`src/hw/rtl/cron_next_fire_search_core_assert.svh`:
```
// Assertion macros used by the cron search datapath (cnfs_dp).
// Expects clk_i and rst_ni in the scope of use.
`ifndef CRON_NEXT_FIRE_SEARCH_CORE_ASSERT_SVH
`define CRON_NEXT_FIRE_SEARCH_CORE_ASSERT_SVH

// plain invariant
`define CNFS_ASSERT(lbl, prop, msg) \
  lbl: assert property (@(posedge clk_i) disable iff (!rst_ni) (prop)) else $error(msg);

// cause at one edge, effect at the next
`define CNFS_ASSERT_NEXT(lbl, ante, cons, msg) \
  lbl: assert property (@(posedge clk_i) disable iff (!rst_ni) (ante) |=> (cons)) \
    else $error(msg);

`endif

```
`src/hw/rtl/cnfs_pkg.sv`:
```
// Types, constants and calendar helpers for the cron next-fire search.
// No dependencies.
`default_nettype none
package cnfs_pkg;

  localparam int unsigned YearW   = 14;
  localparam int unsigned MonthW  = 4;
  localparam int unsigned DayW    = 5;
  localparam int unsigned HourW   = 5;
  localparam int unsigned MinuteW = 6;
  localparam int unsigned CountW  = 7;
  localparam int unsigned CfgIdxW = 3;
  localparam int unsigned CfgW    = 60;
  localparam int unsigned WdW     = 3;
  localparam int unsigned SumW    = 15;

  localparam logic [YearW-1:0]  YearMax   = 14'd9999;
  localparam logic [CountW-1:0] CountMax  = 7'd64;

  typedef enum logic [CfgIdxW-1:0] {
    REG_MINUTE  = 3'd0,
    REG_HOUR    = 3'd1,
    REG_DOM     = 3'd2,
    REG_MONTH   = 3'd3,
    REG_WEEKDAY = 3'd4
  } reg_idx_e;

  typedef enum logic [3:0] {
    OP_NONE,
    OP_WD1,
    OP_WD2,
    OP_WD3,
    OP_WD4,
    OP_CLAMP,
    OP_ADV,
    OP_STEP,
    OP_NF
  } op_e;

  typedef struct packed {
    logic in_ready;
    op_e  op;
  } cmd_t;

  typedef struct packed {
    logic in_fire;
    logic count_zero;
    logic dirty;
    logic past_end;
    logic iter_done;
    logic count_done;
    logic out_free;
  } status_t;

  function automatic logic [DayW-1:0] month_len(input logic [MonthW-1:0] m, input logic leap);
    logic [DayW-1:0] r;
    case (m)
      4'd2:                      r = leap ? 5'd29 : 5'd28;
      4'd4, 4'd6, 4'd9, 4'd11:   r = 5'd30;
      default:                   r = 5'd31;
    endcase
    return r;
  endfunction

  function automatic logic [WdW-1:0] month_off(input logic [MonthW-1:0] m);
    logic [WdW-1:0] r;
    case (m)
      4'd2:    r = 3'd3;
      4'd3:    r = 3'd2;
      4'd4:    r = 3'd5;
      4'd5:    r = 3'd0;
      4'd6:    r = 3'd3;
      4'd7:    r = 3'd5;
      4'd8:    r = 3'd1;
      4'd9:    r = 3'd4;
      4'd10:   r = 3'd6;
      4'd11:   r = 3'd2;
      4'd12:   r = 3'd4;
      default: r = 3'd0;
    endcase
    return r;
  endfunction

endpackage
`default_nettype wire

```
`src/hw/rtl/cnfs_in_if.sv`:
```
// Request channel: start moment and wanted count.
// Uses cnfs_pkg widths.
`default_nettype none
interface cnfs_in_if;
  logic                           valid;
  logic                           ready;
  logic [cnfs_pkg::YearW-1:0]     start_year;
  logic [cnfs_pkg::MonthW-1:0]    start_month;
  logic [cnfs_pkg::DayW-1:0]      start_day;
  logic [cnfs_pkg::HourW-1:0]     start_hour;
  logic [cnfs_pkg::MinuteW-1:0]   start_minute;
  logic [cnfs_pkg::CountW-1:0]    result_count;

  modport source (output valid, start_year, start_month, start_day, start_hour,
                  start_minute, result_count, input ready);
  modport sink (input valid, start_year, start_month, start_day, start_hour,
                start_minute, result_count, output ready);
endinterface
`default_nettype wire

```
`src/hw/rtl/cnfs_out_if.sv`:
```
// Result channel: one matching time per word.
// Uses cnfs_pkg widths.
`default_nettype none
interface cnfs_out_if;
  logic                           valid;
  logic                           ready;
  logic [cnfs_pkg::YearW-1:0]     fire_year;
  logic [cnfs_pkg::MonthW-1:0]    fire_month;
  logic [cnfs_pkg::DayW-1:0]      fire_day;
  logic [cnfs_pkg::HourW-1:0]     fire_hour;
  logic [cnfs_pkg::MinuteW-1:0]   fire_minute;
  logic                           found;
  logic                           last;

  modport source (output valid, fire_year, fire_month, fire_day, fire_hour,
                  fire_minute, found, last, input ready);
  modport sink (input valid, fire_year, fire_month, fire_day, fire_hour,
                fire_minute, found, last, output ready);
endinterface
`default_nettype wire

```
`src/hw/rtl/cnfs_ctrl.sv`:
```
// Sequencer for the search: load, weekday/leap pipe, one jump per step.
// Depends on cnfs_pkg.
`default_nettype none
module cnfs_ctrl (
  input  wire logic              clk_i,
  input  wire logic              rst_ni,
  input  wire cnfs_pkg::status_t status_i,
  output cnfs_pkg::cmd_t         cmd_o
);

  typedef enum logic [3:0] {
    S_IDLE, S_WD1, S_WD2, S_WD3, S_WD4, S_CLAMP, S_ADV, S_CHECK, S_STEP, S_NF
  } state_e;

  state_e state_q;
  logic   init_q;

  always_ff @(posedge clk_i or negedge rst_ni) begin
    if (!rst_ni) begin
      state_q <= S_IDLE;
      init_q  <= 1'b0;
    end else begin
      unique case (state_q)
        S_IDLE: begin
          if (status_i.in_fire && !status_i.count_zero) begin
            state_q <= S_WD1;
            init_q  <= 1'b1;
          end
        end
        S_WD1: state_q <= S_WD2;
        S_WD2: state_q <= S_WD3;
        S_WD3: state_q <= S_WD4;
        S_WD4: state_q <= init_q ? S_CLAMP : S_CHECK;
        S_CLAMP: begin
          state_q <= S_ADV;
          init_q  <= 1'b0;
        end
        S_ADV: state_q <= S_CHECK;
        S_CHECK: begin
          if (status_i.count_done) begin
            state_q <= S_IDLE;
          end else if (status_i.past_end || status_i.iter_done) begin
            state_q <= S_NF;
          end else if (status_i.dirty) begin
            state_q <= S_WD1;
          end else begin
            state_q <= S_STEP;
          end
        end
        S_STEP: begin
          if (status_i.out_free) state_q <= S_CHECK;
        end
        S_NF: begin
          if (status_i.out_free) state_q <= S_IDLE;
        end
        default: state_q <= S_IDLE;
      endcase
    end
  end

  always_comb begin
    cmd_o.in_ready = (state_q == S_IDLE);
    unique case (state_q)
      S_WD1:   cmd_o.op = cnfs_pkg::OP_WD1;
      S_WD2:   cmd_o.op = cnfs_pkg::OP_WD2;
      S_WD3:   cmd_o.op = cnfs_pkg::OP_WD3;
      S_WD4:   cmd_o.op = cnfs_pkg::OP_WD4;
      S_CLAMP: cmd_o.op = cnfs_pkg::OP_CLAMP;
      S_ADV:   cmd_o.op = cnfs_pkg::OP_ADV;
      S_STEP:  cmd_o.op = cnfs_pkg::OP_STEP;
      S_NF:    cmd_o.op = cnfs_pkg::OP_NF;
      default: cmd_o.op = cnfs_pkg::OP_NONE;
    endcase
  end

endmodule
`default_nettype wire

```
`src/hw/rtl/cnfs_dp.sv`:
```
// Datapath: mask registers, calendar position, weekday/leap pipe, output word.
// Depends on cnfs_pkg, cnfs_in_if, cnfs_out_if and the assertion macros.
`default_nettype none
`include "cron_next_fire_search_core_assert.svh"
module cnfs_dp #(
  parameter int unsigned MAX_STEPS = 5256000
) (
  input  wire logic                           clk_i,
  input  wire logic                           rst_ni,
  input  wire logic                           cfg_we_i,
  input  wire logic [cnfs_pkg::CfgIdxW-1:0]   cfg_idx_i,
  input  wire logic [cnfs_pkg::CfgW-1:0]      cfg_data_i,
  cnfs_in_if.sink                             in_i,
  cnfs_out_if.source                          out_o,
  input  wire cnfs_pkg::cmd_t                 cmd_i,
  output cnfs_pkg::status_t                   status_o
);

  localparam int unsigned IterW = $clog2(MAX_STEPS + 1);
  localparam logic [IterW-1:0] IterMax = IterW'(MAX_STEPS);

  function automatic logic [cnfs_pkg::SumW-1:0] SumW_ext(input logic [cnfs_pkg::YearW-1:0] v);
    return {1'b0, v};
  endfunction

  logic [59:0] mm_q;
  logic [23:0] hm_q;
  logic [30:0] dm_q;
  logic [11:0] mo_q;
  logic [6:0]  wm_q;

  logic [cnfs_pkg::YearW-1:0]   cy_q, cy_d;
  logic [cnfs_pkg::MonthW-1:0]  cmo_q, cmo_d;
  logic [cnfs_pkg::DayW-1:0]    cd_q, cd_d;
  logic [cnfs_pkg::HourW-1:0]   ch_q, ch_d;
  logic [cnfs_pkg::MinuteW-1:0] cmi_q, cmi_d;
  logic pe_q, pe_d, dirty_q, dirty_d;
  logic [IterW-1:0] iter_q, iter_d;
  logic [cnfs_pkg::CountW-1:0] n_q, n_d, count_q;

  logic [cnfs_pkg::YearW-1:0] yp_q;
  logic [7:0]  b_q, h_q;
  logic [5:0]  c_q;
  logic [cnfs_pkg::SumW-1:0] s_q;
  logic [12:0] q_q;
  logic leap_q;
  logic [cnfs_pkg::WdW-1:0] wd_q;

  logic out_valid_q, out_found_q, out_last_q;
  logic [cnfs_pkg::YearW-1:0]   out_year_q;
  logic [cnfs_pkg::MonthW-1:0]  out_month_q;
  logic [cnfs_pkg::DayW-1:0]    out_day_q;
  logic [cnfs_pkg::HourW-1:0]   out_hour_q;
  logic [cnfs_pkg::MinuteW-1:0] out_minute_q;

  logic in_fire, out_free, emit_hit, emit_nf;
  logic [cnfs_pkg::DayW-1:0] mlen;

  // first allowed values and next allowed values at or above the current one
  logic [cnfs_pkg::MinuteW-1:0] fm, nxm;
  logic [cnfs_pkg::HourW-1:0]   fh, nxh;
  logic [3:0]                   fmo, nxmo;
  logic okm, okh, okmo;
  logic [59:0] mm_hi;
  logic [23:0] hm_hi;
  logic [11:0] mo_hi;

  always_comb begin
    mm_hi = mm_q & ({60{1'b1}} << cmi_q);
    hm_hi = hm_q & ({24{1'b1}} << ch_q);
    mo_hi = mo_q & ({12{1'b1}} << (cmo_q - 4'd1));
    fm = '0; nxm = '0; okm = 1'b0;
    for (int i = 59; i >= 0; i--) begin
      if (mm_q[i]) fm = 6'(i);
      if (mm_hi[i]) begin
        nxm = 6'(i);
        okm = 1'b1;
      end
    end
    fh = '0; nxh = '0; okh = 1'b0;
    for (int i = 23; i >= 0; i--) begin
      if (hm_q[i]) fh = 5'(i);
      if (hm_hi[i]) begin
        nxh = 5'(i);
        okh = 1'b1;
      end
    end
    fmo = '0; nxmo = '0; okmo = 1'b0;
    for (int i = 11; i >= 0; i--) begin
      if (mo_q[i]) fmo = 4'(i);
      if (mo_hi[i]) begin
        nxmo = 4'(i);
        okmo = 1'b1;
      end
    end
  end

  // one day on
  logic [cnfs_pkg::YearW-1:0]  di_y;
  logic [cnfs_pkg::MonthW-1:0] di_m;
  logic [cnfs_pkg::DayW-1:0]   di_d;
  logic                        di_pe;
  logic day_ok, dom_ok, dow_ok;

  assign mlen = cnfs_pkg::month_len(cmo_q, leap_q);

  always_comb begin
    di_y = cy_q; di_m = cmo_q; di_d = cd_q + 5'd1; di_pe = 1'b0;
    if (cd_q >= mlen) begin
      di_d = 5'd1;
      if (cmo_q >= 4'd12) begin
        di_m  = 4'd1;
        di_y  = cy_q + 14'd1;
        di_pe = (cy_q >= cnfs_pkg::YearMax);
      end else begin
        di_m = cmo_q + 4'd1;
      end
    end
    dom_ok = dm_q[cd_q - 5'd1];
    dow_ok = wm_q[wd_q];
    if (dm_q != '0 && wm_q != '0) day_ok = dom_ok || dow_ok;
    else if (dm_q != '0)          day_ok = dom_ok;
    else if (wm_q != '0)          day_ok = dow_ok;
    else                          day_ok = 1'b1;
  end

  assign in_fire  = in_i.valid && cmd_i.in_ready;
  assign out_free = !out_valid_q || out_o.ready;
  assign emit_hit = (cmd_i.op == cnfs_pkg::OP_STEP) && out_free
                    && !(mm_q != '0 && !(okm && nxm == cmi_q))
                    && !(hm_q != '0 && !(okh && nxh == ch_q))
                    && day_ok
                    && !(mo_q != '0 && !(okmo && nxmo + 4'd1 == cmo_q));
  assign emit_nf  = (cmd_i.op == cnfs_pkg::OP_NF) && out_free;

  // next position
  always_comb begin
    cy_d = cy_q; cmo_d = cmo_q; cd_d = cd_q; ch_d = ch_q; cmi_d = cmi_q;
    pe_d = pe_q; iter_d = iter_q; n_d = n_q;
    case (cmd_i.op)
      cnfs_pkg::OP_CLAMP: begin
        if (cd_q > mlen) cd_d = mlen;
      end
      cnfs_pkg::OP_ADV: begin
        if (cmi_q >= 6'd59) begin
          cmi_d = '0;
          if (ch_q >= 5'd23) begin
            ch_d = '0; cy_d = di_y; cmo_d = di_m; cd_d = di_d; pe_d = di_pe;
          end else begin
            ch_d = ch_q + 5'd1;
          end
        end else begin
          cmi_d = cmi_q + 6'd1;
        end
      end
      cnfs_pkg::OP_STEP: begin
        if (out_free) begin
          iter_d = iter_q + 1'b1;
          if (mm_q != '0 && !okm) begin
            cmi_d = fm;
            if (ch_q >= 5'd23) begin
              ch_d = '0; cy_d = di_y; cmo_d = di_m; cd_d = di_d; pe_d = di_pe;
            end else begin
              ch_d = ch_q + 5'd1;
            end
          end else if (mm_q != '0 && nxm != cmi_q) begin
            cmi_d = nxm;
          end else if (hm_q != '0 && !okh) begin
            cy_d = di_y; cmo_d = di_m; cd_d = di_d; pe_d = di_pe; ch_d = fh; cmi_d = fm;
          end else if (hm_q != '0 && nxh != ch_q) begin
            ch_d = nxh; cmi_d = fm;
          end else if (!day_ok) begin
            cy_d = di_y; cmo_d = di_m; cd_d = di_d; pe_d = di_pe; ch_d = fh; cmi_d = fm;
          end else if (mo_q != '0 && !okmo) begin
            cy_d = cy_q + 14'd1; pe_d = (cy_q >= cnfs_pkg::YearMax);
            cmo_d = fmo + 4'd1; cd_d = 5'd1; ch_d = fh; cmi_d = fm;
          end else if (mo_q != '0 && nxmo + 4'd1 != cmo_q) begin
            cmo_d = nxmo + 4'd1; cd_d = 5'd1; ch_d = fh; cmi_d = fm;
          end else begin
            n_d = n_q + 7'd1;
            if (cmi_q >= 6'd59) begin
              cmi_d = '0;
              if (ch_q >= 5'd23) begin
                ch_d = '0; cy_d = di_y; cmo_d = di_m; cd_d = di_d; pe_d = di_pe;
              end else begin
                ch_d = ch_q + 5'd1;
              end
            end else begin
              cmi_d = cmi_q + 6'd1;
            end
          end
        end
      end
      default: ;
    endcase
    dirty_d = dirty_q || (cy_d != cy_q) || (cmo_d != cmo_q) || (cd_d != cd_q);
    if (cmd_i.op == cnfs_pkg::OP_WD4) dirty_d = 1'b0;
  end

  // weekday / leap pipe arithmetic
  logic [26:0] yp_mul, cy_mul;
  logic [24:0] q4_mul;
  logic [29:0] s_mul;
  logic [cnfs_pkg::YearW-1:0] yp_n;
  logic [cnfs_pkg::SumW-1:0]  s_n, wd_diff;
  logic [cnfs_pkg::YearW-1:0] h100;

  always_comb begin
    yp_n   = cy_q - ((cmo_q < 4'd3) ? 14'd1 : 14'd0);
    yp_mul = 27'(yp_n) * 27'd5243;
    q4_mul = 25'(yp_n >> 2) * 25'd5243;
    cy_mul = 27'(cy_q) * 27'd5243;
    s_n    = SumW_ext(yp_q) + SumW_ext(yp_q >> 2) - 15'(b_q) + 15'(c_q)
             + 15'(cnfs_pkg::month_off(cmo_q)) + 15'(cd_q);
    h100   = 14'(h_q) * 14'd100;
    s_mul  = 30'(s_q) * 30'd18725;
    wd_diff = s_q - 15'(q_q) * 15'd7;
  end

  always_ff @(posedge clk_i or negedge rst_ni) begin
    if (!rst_ni) begin
      mm_q <= '0; hm_q <= '0; dm_q <= '0; mo_q <= '0; wm_q <= '0;
      cy_q <= 14'd1; cmo_q <= 4'd1; cd_q <= 5'd1; ch_q <= '0; cmi_q <= '0;
      pe_q <= 1'b0; dirty_q <= 1'b0; iter_q <= '0; n_q <= '0; count_q <= '0;
      yp_q <= '0; b_q <= '0; h_q <= '0; c_q <= '0; s_q <= '0; q_q <= '0;
      leap_q <= 1'b0; wd_q <= '0;
      out_valid_q <= 1'b0; out_found_q <= 1'b0; out_last_q <= 1'b0;
      out_year_q <= '0; out_month_q <= '0; out_day_q <= '0;
      out_hour_q <= '0; out_minute_q <= '0;
    end else begin
      if (cfg_we_i) begin
        case (cfg_idx_i)
          cnfs_pkg::REG_MINUTE:  mm_q <= cfg_data_i[59:0];
          cnfs_pkg::REG_HOUR:    hm_q <= cfg_data_i[23:0];
          cnfs_pkg::REG_DOM:     dm_q <= cfg_data_i[30:0];
          cnfs_pkg::REG_MONTH:   mo_q <= cfg_data_i[11:0];
          cnfs_pkg::REG_WEEKDAY: wm_q <= cfg_data_i[6:0];
          default: ;
        endcase
      end

      if (in_fire) begin
        cy_q <= (in_i.start_year == '0) ? 14'd1 :
                (in_i.start_year > cnfs_pkg::YearMax) ? cnfs_pkg::YearMax : in_i.start_year;
        cmo_q <= (in_i.start_month == '0) ? 4'd1 :
                 (in_i.start_month > 4'd12) ? 4'd12 : in_i.start_month;
        cd_q  <= (in_i.start_day == '0) ? 5'd1 : in_i.start_day;
        ch_q  <= (in_i.start_hour > 5'd23) ? 5'd23 : in_i.start_hour;
        cmi_q <= (in_i.start_minute > 6'd59) ? 6'd59 : in_i.start_minute;
        count_q <= (in_i.result_count > cnfs_pkg::CountMax) ? cnfs_pkg::CountMax
                                                             : in_i.result_count;
        pe_q <= 1'b0; dirty_q <= 1'b1; iter_q <= '0; n_q <= '0;
      end else begin
        cy_q <= cy_d; cmo_q <= cmo_d; cd_q <= cd_d; ch_q <= ch_d; cmi_q <= cmi_d;
        pe_q <= pe_d; dirty_q <= dirty_d; iter_q <= iter_d; n_q <= n_d;
      end

      case (cmd_i.op)
        cnfs_pkg::OP_WD1: begin
          yp_q <= yp_n;
          b_q  <= yp_mul[26:19];
          c_q  <= q4_mul[24:19];
          h_q  <= cy_mul[26:19];
        end
        cnfs_pkg::OP_WD2: begin
          s_q    <= s_n;
          leap_q <= (cy_q[1:0] == 2'b00) && ((h100 != cy_q) || (h_q[1:0] == 2'b00));
        end
        cnfs_pkg::OP_WD3: q_q  <= s_mul[29:17];
        cnfs_pkg::OP_WD4: wd_q <= wd_diff[2:0];
        default: ;
      endcase

      if (emit_hit) begin
        out_valid_q  <= 1'b1;
        out_found_q  <= 1'b1;
        out_last_q   <= (n_q + 7'd1 == count_q);
        out_year_q   <= cy_q;
        out_month_q  <= cmo_q;
        out_day_q    <= cd_q;
        out_hour_q   <= ch_q;
        out_minute_q <= cmi_q;
      end else if (emit_nf) begin
        out_valid_q  <= 1'b1;
        out_found_q  <= 1'b0;
        out_last_q   <= 1'b1;
        out_year_q   <= '0;
        out_month_q  <= '0;
        out_day_q    <= '0;
        out_hour_q   <= '0;
        out_minute_q <= '0;
      end else if (out_o.ready) begin
        out_valid_q <= 1'b0;
      end
    end
  end

  assign in_i.ready        = cmd_i.in_ready;
  assign out_o.valid       = out_valid_q;
  assign out_o.found       = out_found_q;
  assign out_o.last        = out_last_q;
  assign out_o.fire_year   = out_year_q;
  assign out_o.fire_month  = out_month_q;
  assign out_o.fire_day    = out_day_q;
  assign out_o.fire_hour   = out_hour_q;
  assign out_o.fire_minute = out_minute_q;

  assign status_o.in_fire    = in_fire;
  assign status_o.count_zero = (in_i.result_count == '0);
  assign status_o.dirty      = dirty_q;
  assign status_o.past_end   = pe_q;
  assign status_o.iter_done  = (iter_q == IterMax);
  assign status_o.count_done = (n_q == count_q);
  assign status_o.out_free   = out_free;

  `CNFS_ASSERT(a_fire_time_range, !out_valid_q || !out_found_q || (out_hour_q < 5'd24 && out_minute_q < 6'd60), "fire time out of range")
  `CNFS_ASSERT(a_count_bound, n_q <= count_q, "more matches than requested")
  `CNFS_ASSERT(a_weekday_range, wd_q < 3'd7, "weekday out of range")
  `CNFS_ASSERT_NEXT(a_match_loads_word, emit_hit, out_valid_q && out_found_q, "match not presented")

endmodule
`default_nettype wire

```
`src/hw/rtl/cron_next_fire_search_core.sv`:
```
// Top level of the cron next-fire search: controller plus datapath.
// Depends on cnfs_pkg, cnfs_in_if, cnfs_out_if, cnfs_ctrl and cnfs_dp.
//
//   channel   dir  handshake          word
//   in_i      in   valid/ready        start date, time and count
//   out_o     out  valid/ready        one fire time, found, last
//   cfg_*     in   cfg_we_i only      mask register write
//
// One request at a time; input is taken only when the sequencer is idle.
// Each jump step passes S_STEP and S_CHECK, plus the weekday/leap pipe states
// S_WD1 to S_WD4 after any date change; a request ends after at most MAX_STEPS steps.
// The output word is registered; a stalled sink holds the sequencer in place.
// Reset clears masks to zero and returns the sequencer to idle.
`default_nettype none
module cron_next_fire_search_core #(
  parameter int unsigned MAX_STEPS = 5256000
) (
  input  wire logic                         clk_i,
  input  wire logic                         rst_ni,
  input  wire logic                         cfg_we_i,
  input  wire logic [cnfs_pkg::CfgIdxW-1:0] cfg_idx_i,
  input  wire logic [cnfs_pkg::CfgW-1:0]    cfg_data_i,
  cnfs_in_if.sink                           in_i,
  cnfs_out_if.source                        out_o
);

  cnfs_pkg::cmd_t    cmd;
  cnfs_pkg::status_t status;

  cnfs_ctrl u_ctrl (
    .clk_i    (clk_i),
    .rst_ni   (rst_ni),
    .status_i (status),
    .cmd_o    (cmd)
  );

  cnfs_dp #(
    .MAX_STEPS (MAX_STEPS)
  ) u_dp (
    .clk_i      (clk_i),
    .rst_ni     (rst_ni),
    .cfg_we_i   (cfg_we_i),
    .cfg_idx_i  (cfg_idx_i),
    .cfg_data_i (cfg_data_i),
    .in_i       (in_i),
    .out_o      (out_o),
    .cmd_i      (cmd),
    .status_o   (status)
  );

endmodule
`default_nettype wire

```
`src/flat_wrapper.sv`:
```
// flat-port wrapper written by rule: the top's interface ports become plain ports
module cron_next_fire_search_core_flat 
#(
  parameter int unsigned MAX_STEPS = 5256000
)
  (clk_i, rst_ni, cfg_we_i, cfg_idx_i, cfg_data_i, in_i_valid, in_i_start_year, in_i_start_month, in_i_start_day, in_i_start_hour, in_i_start_minute, in_i_result_count, in_i_ready, out_o_valid, out_o_fire_year, out_o_fire_month, out_o_fire_day, out_o_fire_hour, out_o_fire_minute, out_o_found, out_o_last, out_o_ready);
  cnfs_in_if in_i_i ();
  cnfs_out_if out_o_i ();
  input  wire logic clk_i;
  input  wire logic rst_ni;
  input  wire logic cfg_we_i;
  input  wire logic [cnfs_pkg::CfgIdxW-1:0] cfg_idx_i;
  input  wire logic [cnfs_pkg::CfgW-1:0] cfg_data_i;
  input wire logic [$bits(in_i_i.valid)-1:0] in_i_valid;
  input wire logic [$bits(in_i_i.start_year)-1:0] in_i_start_year;
  input wire logic [$bits(in_i_i.start_month)-1:0] in_i_start_month;
  input wire logic [$bits(in_i_i.start_day)-1:0] in_i_start_day;
  input wire logic [$bits(in_i_i.start_hour)-1:0] in_i_start_hour;
  input wire logic [$bits(in_i_i.start_minute)-1:0] in_i_start_minute;
  input wire logic [$bits(in_i_i.result_count)-1:0] in_i_result_count;
  output wire logic [$bits(in_i_i.ready)-1:0] in_i_ready;
  output wire logic [$bits(out_o_i.valid)-1:0] out_o_valid;
  output wire logic [$bits(out_o_i.fire_year)-1:0] out_o_fire_year;
  output wire logic [$bits(out_o_i.fire_month)-1:0] out_o_fire_month;
  output wire logic [$bits(out_o_i.fire_day)-1:0] out_o_fire_day;
  output wire logic [$bits(out_o_i.fire_hour)-1:0] out_o_fire_hour;
  output wire logic [$bits(out_o_i.fire_minute)-1:0] out_o_fire_minute;
  output wire logic [$bits(out_o_i.found)-1:0] out_o_found;
  output wire logic [$bits(out_o_i.last)-1:0] out_o_last;
  input wire logic [$bits(out_o_i.ready)-1:0] out_o_ready;
  assign in_i_i.valid = in_i_valid;
  assign in_i_i.start_year = in_i_start_year;
  assign in_i_i.start_month = in_i_start_month;
  assign in_i_i.start_day = in_i_start_day;
  assign in_i_i.start_hour = in_i_start_hour;
  assign in_i_i.start_minute = in_i_start_minute;
  assign in_i_i.result_count = in_i_result_count;
  assign in_i_ready = in_i_i.ready;
  assign out_o_valid = out_o_i.valid;
  assign out_o_fire_year = out_o_i.fire_year;
  assign out_o_fire_month = out_o_i.fire_month;
  assign out_o_fire_day = out_o_i.fire_day;
  assign out_o_fire_hour = out_o_i.fire_hour;
  assign out_o_fire_minute = out_o_i.fire_minute;
  assign out_o_found = out_o_i.found;
  assign out_o_last = out_o_i.last;
  assign out_o_i.ready = out_o_ready;
  cron_next_fire_search_core #(.MAX_STEPS(MAX_STEPS)) u_core (.clk_i(clk_i), .rst_ni(rst_ni), .cfg_we_i(cfg_we_i), .cfg_idx_i(cfg_idx_i), .cfg_data_i(cfg_data_i), .in_i(in_i_i), .out_o(out_o_i));
endmodule
```
`config.mk`:
```
export PLATFORM = sky130hd
export DESIGN_NAME = cron_next_fire_search_core_flat
export DESIGN_NICKNAME = d
export VERILOG_FILES = /design/src/hw/rtl/cnfs_pkg.sv /design/src/hw/rtl/cnfs_in_if.sv /design/src/hw/rtl/cnfs_out_if.sv /design/src/hw/rtl/cnfs_ctrl.sv /design/src/hw/rtl/cnfs_dp.sv /design/src/hw/rtl/cron_next_fire_search_core.sv /design/src/flat_wrapper.sv
export VERILOG_INCLUDE_DIRS = /design/src /design/src/hw/rtl
export SDC_FILE = /design/constraint.sdc
export NUM_CORES = 2
export LEC_CHECK = 0
export BUFFER_PORTS_ARGS = -buffer_cell sky130_fd_sc_hd__buf_2
export CAP_MARGIN = 25
export CORE_ASPECT_RATIO = 0.5
export CORE_MARGIN = 2
export CORE_UTILIZATION = 45
export DETAILED_ROUTE_END_ITERATION = 16
export GPL_ROUTABILITY_DRIVEN = 0
export GPL_TIMING_DRIVEN = 0
export PLACE_DENSITY = 0.62
export SLEW_MARGIN = 20
export SYNTH_ARGS = -nofsm -noshare
export SYNTH_HDL_FRONTEND = slang
export SYNTH_SLANG_ARGS = --single-unit
```
`constraint.sdc`:
```
create_clock -name clk_i -period 6.9 [get_ports clk_i]
set_clock_uncertainty 0.15 [all_clocks]
set_input_delay 0.345 -clock clk_i [delete_from_list [all_inputs] [get_ports clk_i]]
set_output_delay 0.345 -clock clk_i [all_outputs]
set_load 0.03 [all_outputs]
```
* Word level (Yosys, flattened, before mapping)
Memories as Yosys holds them, arrays and structs flattened. Index checks and enable logic that the tools add are counted.
Cells by class: $add $sub $neg 18, multiply operators 6, magnitude comparators 14, eq/ne operators 52, shift operators 3, multiplexer cells 426, bitwise logic cells 3, reductions and logical operators 73
Operator list (count):
- 6-bit two-way mux | 133
- 5-bit two-way mux | 77
- 14-bit two-way mux | 17
- 4-bit two-way mux | 47
- 1-bit two-way mux | 126
- 7-bit two-way mux | 11
- 23-bit two-way mux | 3
- 60-bit bitwise AND | 1
- 60-bit nonzero test | 1
- 60-bit by 6-bit << shifter with 60-bit output (first input constant) | 1
- 14-bit by 13-bit multiplier with 27-bit output (second input constant) | 2
- 4-bit by 3-bit == test with 1-bit output (second input constant) | 10
- 4-bit one-hot mux with 10 select lines | 1
- 31-bit nonzero test | 1
- 15-bit by 15-bit multiplier with 30-bit output (second input constant) | 1
- 14-bit != test | 2
- 14-bit one-hot mux with 2 select lines | 1
- 12-bit by 13-bit multiplier with 25-bit output (second input constant) | 1
- 24-bit bitwise AND | 1
- 24-bit nonzero test | 1
- 24-bit by 5-bit << shifter with 24-bit output (first input constant) | 1
- 23-bit by 1-bit adder with 23-bit output (second input constant) | 1
- 23-bit == test (second input constant) | 1
- 1-bit logical AND | 22
- 77 further kinds | 132
Word-level totals: register bits after elaboration 317, memory bits (read-only) 112, output and inout port bits 38, logic and storage cells 630, memories kept 2
Memories:
- (name not given) | words 16, width 4, read ports 1, clocked after memory_dff 0, write ports 0, line cnfs_ctrl.sv:63 | unique case (state_q)
- (name not given) | words 16, width 3, read ports 1, clocked after memory_dff 0, write ports 0, line cnfs_pkg.sv:67 | case (m)

* Logic depth before layout (Yosys ltp)
depth after elaboration 74, mapped depth 30, depth with buffers taken out 29

* Cells and area by module
From an unflattened synthesis, not the netlist that was laid out.
Unflattened totals: cell total of the unflattened synthesis 3939, area, all modules 34677.0 um^2
By module, submodules not included:
- cnfs_dp | instances 1, cells an instance 3888, area an instance 34246.6 um^2
- cnfs_ctrl | instances 1, cells an instance 51, area an instance 430.4 um^2

* Worst setup path after synthesis
OpenSTA, ideal clock, no wires.
path type flip-flop to flip-flop, start point register u_core.u_dp.cmo_q[3] in the netlist's numbering, end point register u_core.u_dp.c_q[4], setup time 135 ps, arrival time 6669 ps, path slack -55 ps, stages on the path, launching flop included 28, buffers on the path 2, period minus slack after synthesis 6955 ps, cells stage by stage dfrtp_1 clkbuf_1 buf_1 nor3_1 ha_1 ha_1 nand2_1 nor2_1 nand2_1 xnor2_1 inv_1 ha_1 fa_1 inv_1 fa_1 fa_1 inv_1 fa_1 ha_1 a21oi_1 nand2_1 a2111oi_0 o21a_1 o31ai_1 o41a_1 a21oi_1 xor2_1 o21ai_0
Between the ends: word-level cells in the longest chain between the ends 4
Ends and longest elaborated chain:
- start: declaration | line cnfs_dp.sv:33 | logic [cnfs_pkg::MonthW-1:0] cmo_q, cmo_d;
- start signal: assignment | line cnfs_dp.sv:245 | cmo_q <= (in_i.start_month == '0) ? 4'd1 :
- 4-bit by 2-bit less-than comparator with 1-bit output | line cnfs_dp.sv:209 | yp_n = cy_q - ((cmo_q < 4'd3) ? 14'd1 : 14'd0);
- 1-bit two-way mux | line cnfs_dp.sv:209
- 14-bit by 1-bit subtractor with 14-bit output | line cnfs_dp.sv:209
- via u_core.u_dp.yp_n, one bit | line cnfs_dp.sv:204 | logic [cnfs_pkg::YearW-1:0] yp_n;
- 12-bit by 13-bit multiplier with 25-bit output | line cnfs_dp.sv:211 | q4_mul = 25'(yp_n >> 2) * 25'd5243;
- end signal: assignment | line cnfs_dp.sv:262 | c_q <= q4_mul[24:19];
- end: declaration | line cnfs_dp.sv:43 | logic [5:0] c_q;
The timed path passes the listed nets, and every way through them passes these cells. A chain may end at the register's enable or synchronous reset.

* Worst setup path in the final report
start point register u_core.u_dp.cmo_q[1] in the netlist's numbering, end point register u_core.u_dp.b_q[6]
Between the ends: word-level cells in the longest chain between the ends 4
Ends and longest elaborated chain:
- 4-bit by 2-bit less-than comparator with 1-bit output | line cnfs_dp.sv:209
- 1-bit two-way mux | line cnfs_dp.sv:209
- 14-bit by 1-bit subtractor with 14-bit output | line cnfs_dp.sv:209
- via u_core.u_dp.yp_n, one bit | line cnfs_dp.sv:204
- 14-bit by 13-bit multiplier with 27-bit output | line cnfs_dp.sv:210 | yp_mul = 27'(yp_n) * 27'd5243;
- end signal: assignment | line cnfs_dp.sv:261 | b_q <= yp_mul[26:19];
- end: declaration | line cnfs_dp.sv:42 | logic [7:0] b_q, h_q;
The timed path passes the listed nets, and every way through them passes these cells.

==> qor.csv <==
metric,value,unit
status,finished with violations,
failed_checks,negative setup slack,
hpwl,90170,um
clock_root_buffer_master,clkbuf_16,
holdCritPathClass,primary input to flip-flop,
clock-sinks,307,
cts_max_level,2,
port_buffers,146,
placement_rows,71,
design.portCount,147,
avgSynthCellArea,8.743,um^2
synth_enable_flop_cells,0,
maximum_clock_frequency,144.6,MHz
hold_path_startpoint,in_i_start_minute[2],
first_global_vias,32336,
timing.final.crit_share,1.002,
slew-limit-headroom,0.2680,
final_layout_size_suffix_gt1_frac,0.1490,
initial_core_util,0.4579,
critical_register_to_register_path_endpoint,u_core.u_dp.b_q[6]$_DFFE_PN0N_,
final-hold-violation-count,0,
vias,32556,
yosysWarningCount,0,
vias_per_cell,6.038,
synth_sequential_area_ratio,0.2215,
tritoncts,yes,
dp_slack,-1815,ps
crit_type,flip-flop to flip-flop,
cp.arrival,7210,ps
worst_slack,-15.38,ps
drt.antenna.violating_nets,0,
r2r_cells,30,
placeableCoreArea,75780,um^2
grt_pass1_wl,186600,um
timing.hold.ws,13.40,ps
routed_wirelength,119600,um
clockBufferDepth,3,
die_width,396.7,um
clock_transition_at_the_registers_of_the_reported_paths,60,ps
netlist_area,34700,um^2
unrepaired_setup_endpoints_after_global_routing,true,
final_util,0.5361,
finish.net_count,5116,
cp_max_fo,6,
crit_path_top_delay_cell,fa_1,
finalSetupViolCount,1,
yosys.cell_types.count,104,
cts_made_buffers,35,
timing.hold.worst_path_depth,3,
crit_required,7200,ps
die-area,79490,um^2
grt_use_total,0.2982,
end_kind,flip-flop,
initialDrtViolationCount,3512,
area.growth.synth_to_final,17.06,%
startpoint_type,flip-flop,
antenna_found_initial,4,
grt_max_degree,95,
hold-path-endpoint,u_core.u_dp.cmi_q[2]$_DFFE_PN0P_,
max_stage_delay,520,ps
synth-seq-cells,307,
die_height,200.4,um
crit-reg2reg-launch,u_core.u_dp.cmo_q[1]$_DFF_PN0_,
grt-ovfl-total,0,
timing_max_transition_violations_final,0,
ys_dominant_reg_cell,dfrtp_1,
drc,0,
synth_cells,3969,
mappedNetlistNets,4738,
maxCapViolations,0,
min_period,6915,ps
clock_latency,580,ps
drt-pass1-iter-count,11,
synthArstFlopShare,1.000,
post_drt_wl_per_cell,22.19,um
worst-r2r-setup-slack,-20,ps
tightestPinTransition,1094,ps
timing repair:
item	in CTS	in global routing
endpoints found under the setup margin	51	69
hold buffers	97	0
endpoints found under the hold margin	313	0
gates resized for setup	127	83
buffers inserted	60	38
pin swaps	31	47
worst max-delay path by stage:
stage                                        start                             end  slack (ps)
finish              u_core.u_dp.cmo_q[1]$_DFF_PN0_  u_core.u_dp.b_q[6]$_DFFE_PN0N_         -20
global route        u_core.u_dp.cmo_q[1]$_DFF_PN0_  u_core.u_dp.c_q[4]$_DFFE_PN0N_        -240
CTS                 u_core.u_dp.cmo_q[3]$_DFF_PN0_  u_core.u_dp.c_q[5]$_DFFE_PN0N_          -4
detailed placement  u_core.u_dp.cmo_q[3]$_DFF_PN0_  u_core.u_dp.b_q[6]$_DFFE_PN0N_       -1820
global placement    u_core.u_dp.cmo_q[3]$_DFF_PN0_  u_core.u_dp.b_q[7]$_DFFE_PN0N_       -1910
floorplan           u_core.u_dp.cmo_q[3]$_DFF_PN0_  u_core.u_dp.b_q[7]$_DFFE_PN0N_          50
worst max-delay path: cells and delay by family, from the launching register on:
kind	cells	cell delay, ps
adder cells (fa/ha/maj)	9	2780
AO/OA/AOI/OAI	10	1890
AND/OR/NAND/NOR	5	690
flip-flops	1	420
buffers and inverters	4	420
XOR/XNOR	2	400
through the flow:
step           area (um^2)  TNS [ps]  instances
4_1_cts              40040    -7.244       5356
3_3_place_gp         36720   -225120       5137
2_1_floorplan        34710         0       3969
3_5_place_dp         36900    -33880       5144
5_1_grt              40620     -2034       5390
6_report             40620    -15.38       5392
cells in the mapped netlist (all sizes together), types with 27 or more instances:
| master | n | area share |
|---|---|---|
| a211oi | 36 | 0.0081 |
| a21o | 42 | 0.0091 |
| a21oi | 202 | 0.029 |
| a31oi | 47 | 0.0085 |
| and3 | 28 | 0.0050 |
| buf | 46 | 0.0071 |
| clkbuf | 125 | 0.014 |
| dfrtp | 304 | 0.22 |
| fa | 225 | 0.13 |
| ha | 435 | 0.16 |
| inv | 497 | 0.054 |
| mux2 | 114 | 0.037 |
| nand2 | 314 | 0.034 |
| nand2b | 33 | 0.0059 |
| nand3 | 121 | 0.018 |
| nand4 | 36 | 0.0065 |
| nor2 | 252 | 0.027 |
| nor2b | 28 | 0.0050 |
| nor3 | 82 | 0.012 |
| nor4 | 52 | 0.011 |
| o211ai | 27 | 0.0060 |
| o21ai | 300 | 0.043 |
| o22ai | 27 | 0.0049 |
| o31ai | 30 | 0.0072 |
| or3 | 28 | 0.0050 |
| xnor2 | 82 | 0.021 |
| xor2 | 42 | 0.011 |
layer usage:
metal	wire (um)	up-vias	GRT usage	part of all wire
li1	-	14744	-	-
met1	48760	15771	0.3875	0.41
met2	53000	1622	0.4696	0.44
met3	11550	415	0.07590	0.097
met4	6312	4	0.1294	0.053
met5	23	-	0.002381	0.00019
cell type report:
class | count | area [um^2]
fill | 6942 | 35160
multi-input combinational | 2990 | 25150
sequential | 307 | 7707
timing repair buffer | 347 | 2635
inverter | 501 | 1962
tap | 1022 | 1279
clock buffer | 48 | 1006
buffer | 165 | 750.7
clock inverter | 10 | 126.4
antenna | 2 | 5.005
state kept, by name, indices dropped and copies added, names as in the netlist, 5 cells and up:
| signal | count |
|---|---|
| u_core.u_dp.count_q | 7 |
| u_core.u_dp.n_q | 7 |
| u_core.u_dp.out_o.fire_day | 5 |
| u_core.u_dp.yp_q | 14 |
| u_core.u_dp.ch_q | 5 |
| u_core.u_dp.out_o.fire_hour | 5 |
| u_core.u_dp.dm_q | 31 |
| u_core.u_dp.iter_q | 23 |
| u_core.u_dp.c_q | 6 |
| u_core.u_dp.out_o.fire_year | 14 |
| u_core.u_dp.s_q | 15 |
| u_core.u_dp.hm_q | 24 |
| u_core.u_dp.cy_q | 14 |
| u_core.u_dp.out_o.fire_minute | 6 |
| u_core.u_dp.wm_q | 7 |
| u_core.u_dp.mo_q | 12 |
| u_core.u_dp.cd_q | 5 |
| u_core.u_dp.h_q | 8 |
| u_core.u_dp.b_q | 8 |
| u_core.u_dp.mm_q | 60 |
| u_core.u_dp.cmi_q | 6 |
logic make-up after synthesis:
| family | synth area share |
|---|---|
| muxes | 0.04774 |
| xor gates and xnor gates | 0.03195 |
| buffers and inverters | 0.07485 |
| adders and majority gates | 0.2867 |
| DFF | 0.2215 |
| and+or+nand+nor | 0.1541 |
| AOI/OAI and AO/OA | 0.1832 |
layout by cell type (no fill, tap or decap), types with 27 or more instances in the layout:
cell / instances
ha_1: 416
o21ai_0: 285
fa_1: 223
a21o_1: 42
buf_2: 160
xor2_1: 41
a21oi_1: 196
nor3_1: 75
nor4_1: 47
nor2b_1: 28
nand4_1: 36
dlygate4sd3_1: 97
a31oi_1: 46
a211oi_1: 33
nand2b_1: 32
mux2_2: 114
clkbuf_1: 114
xnor2_1: 68
buf_4: 95
clkbuf_16: 36
inv_1: 465
nand2_1: 307
nor2_1: 243
o22ai_1: 27
nand3_1: 116
or3_1: 28
dfrtp_1: 292
Power is left out: the tool's default activity adds up to more than one toggle a clock period on the data nets, which glitch-free logic cannot reach.
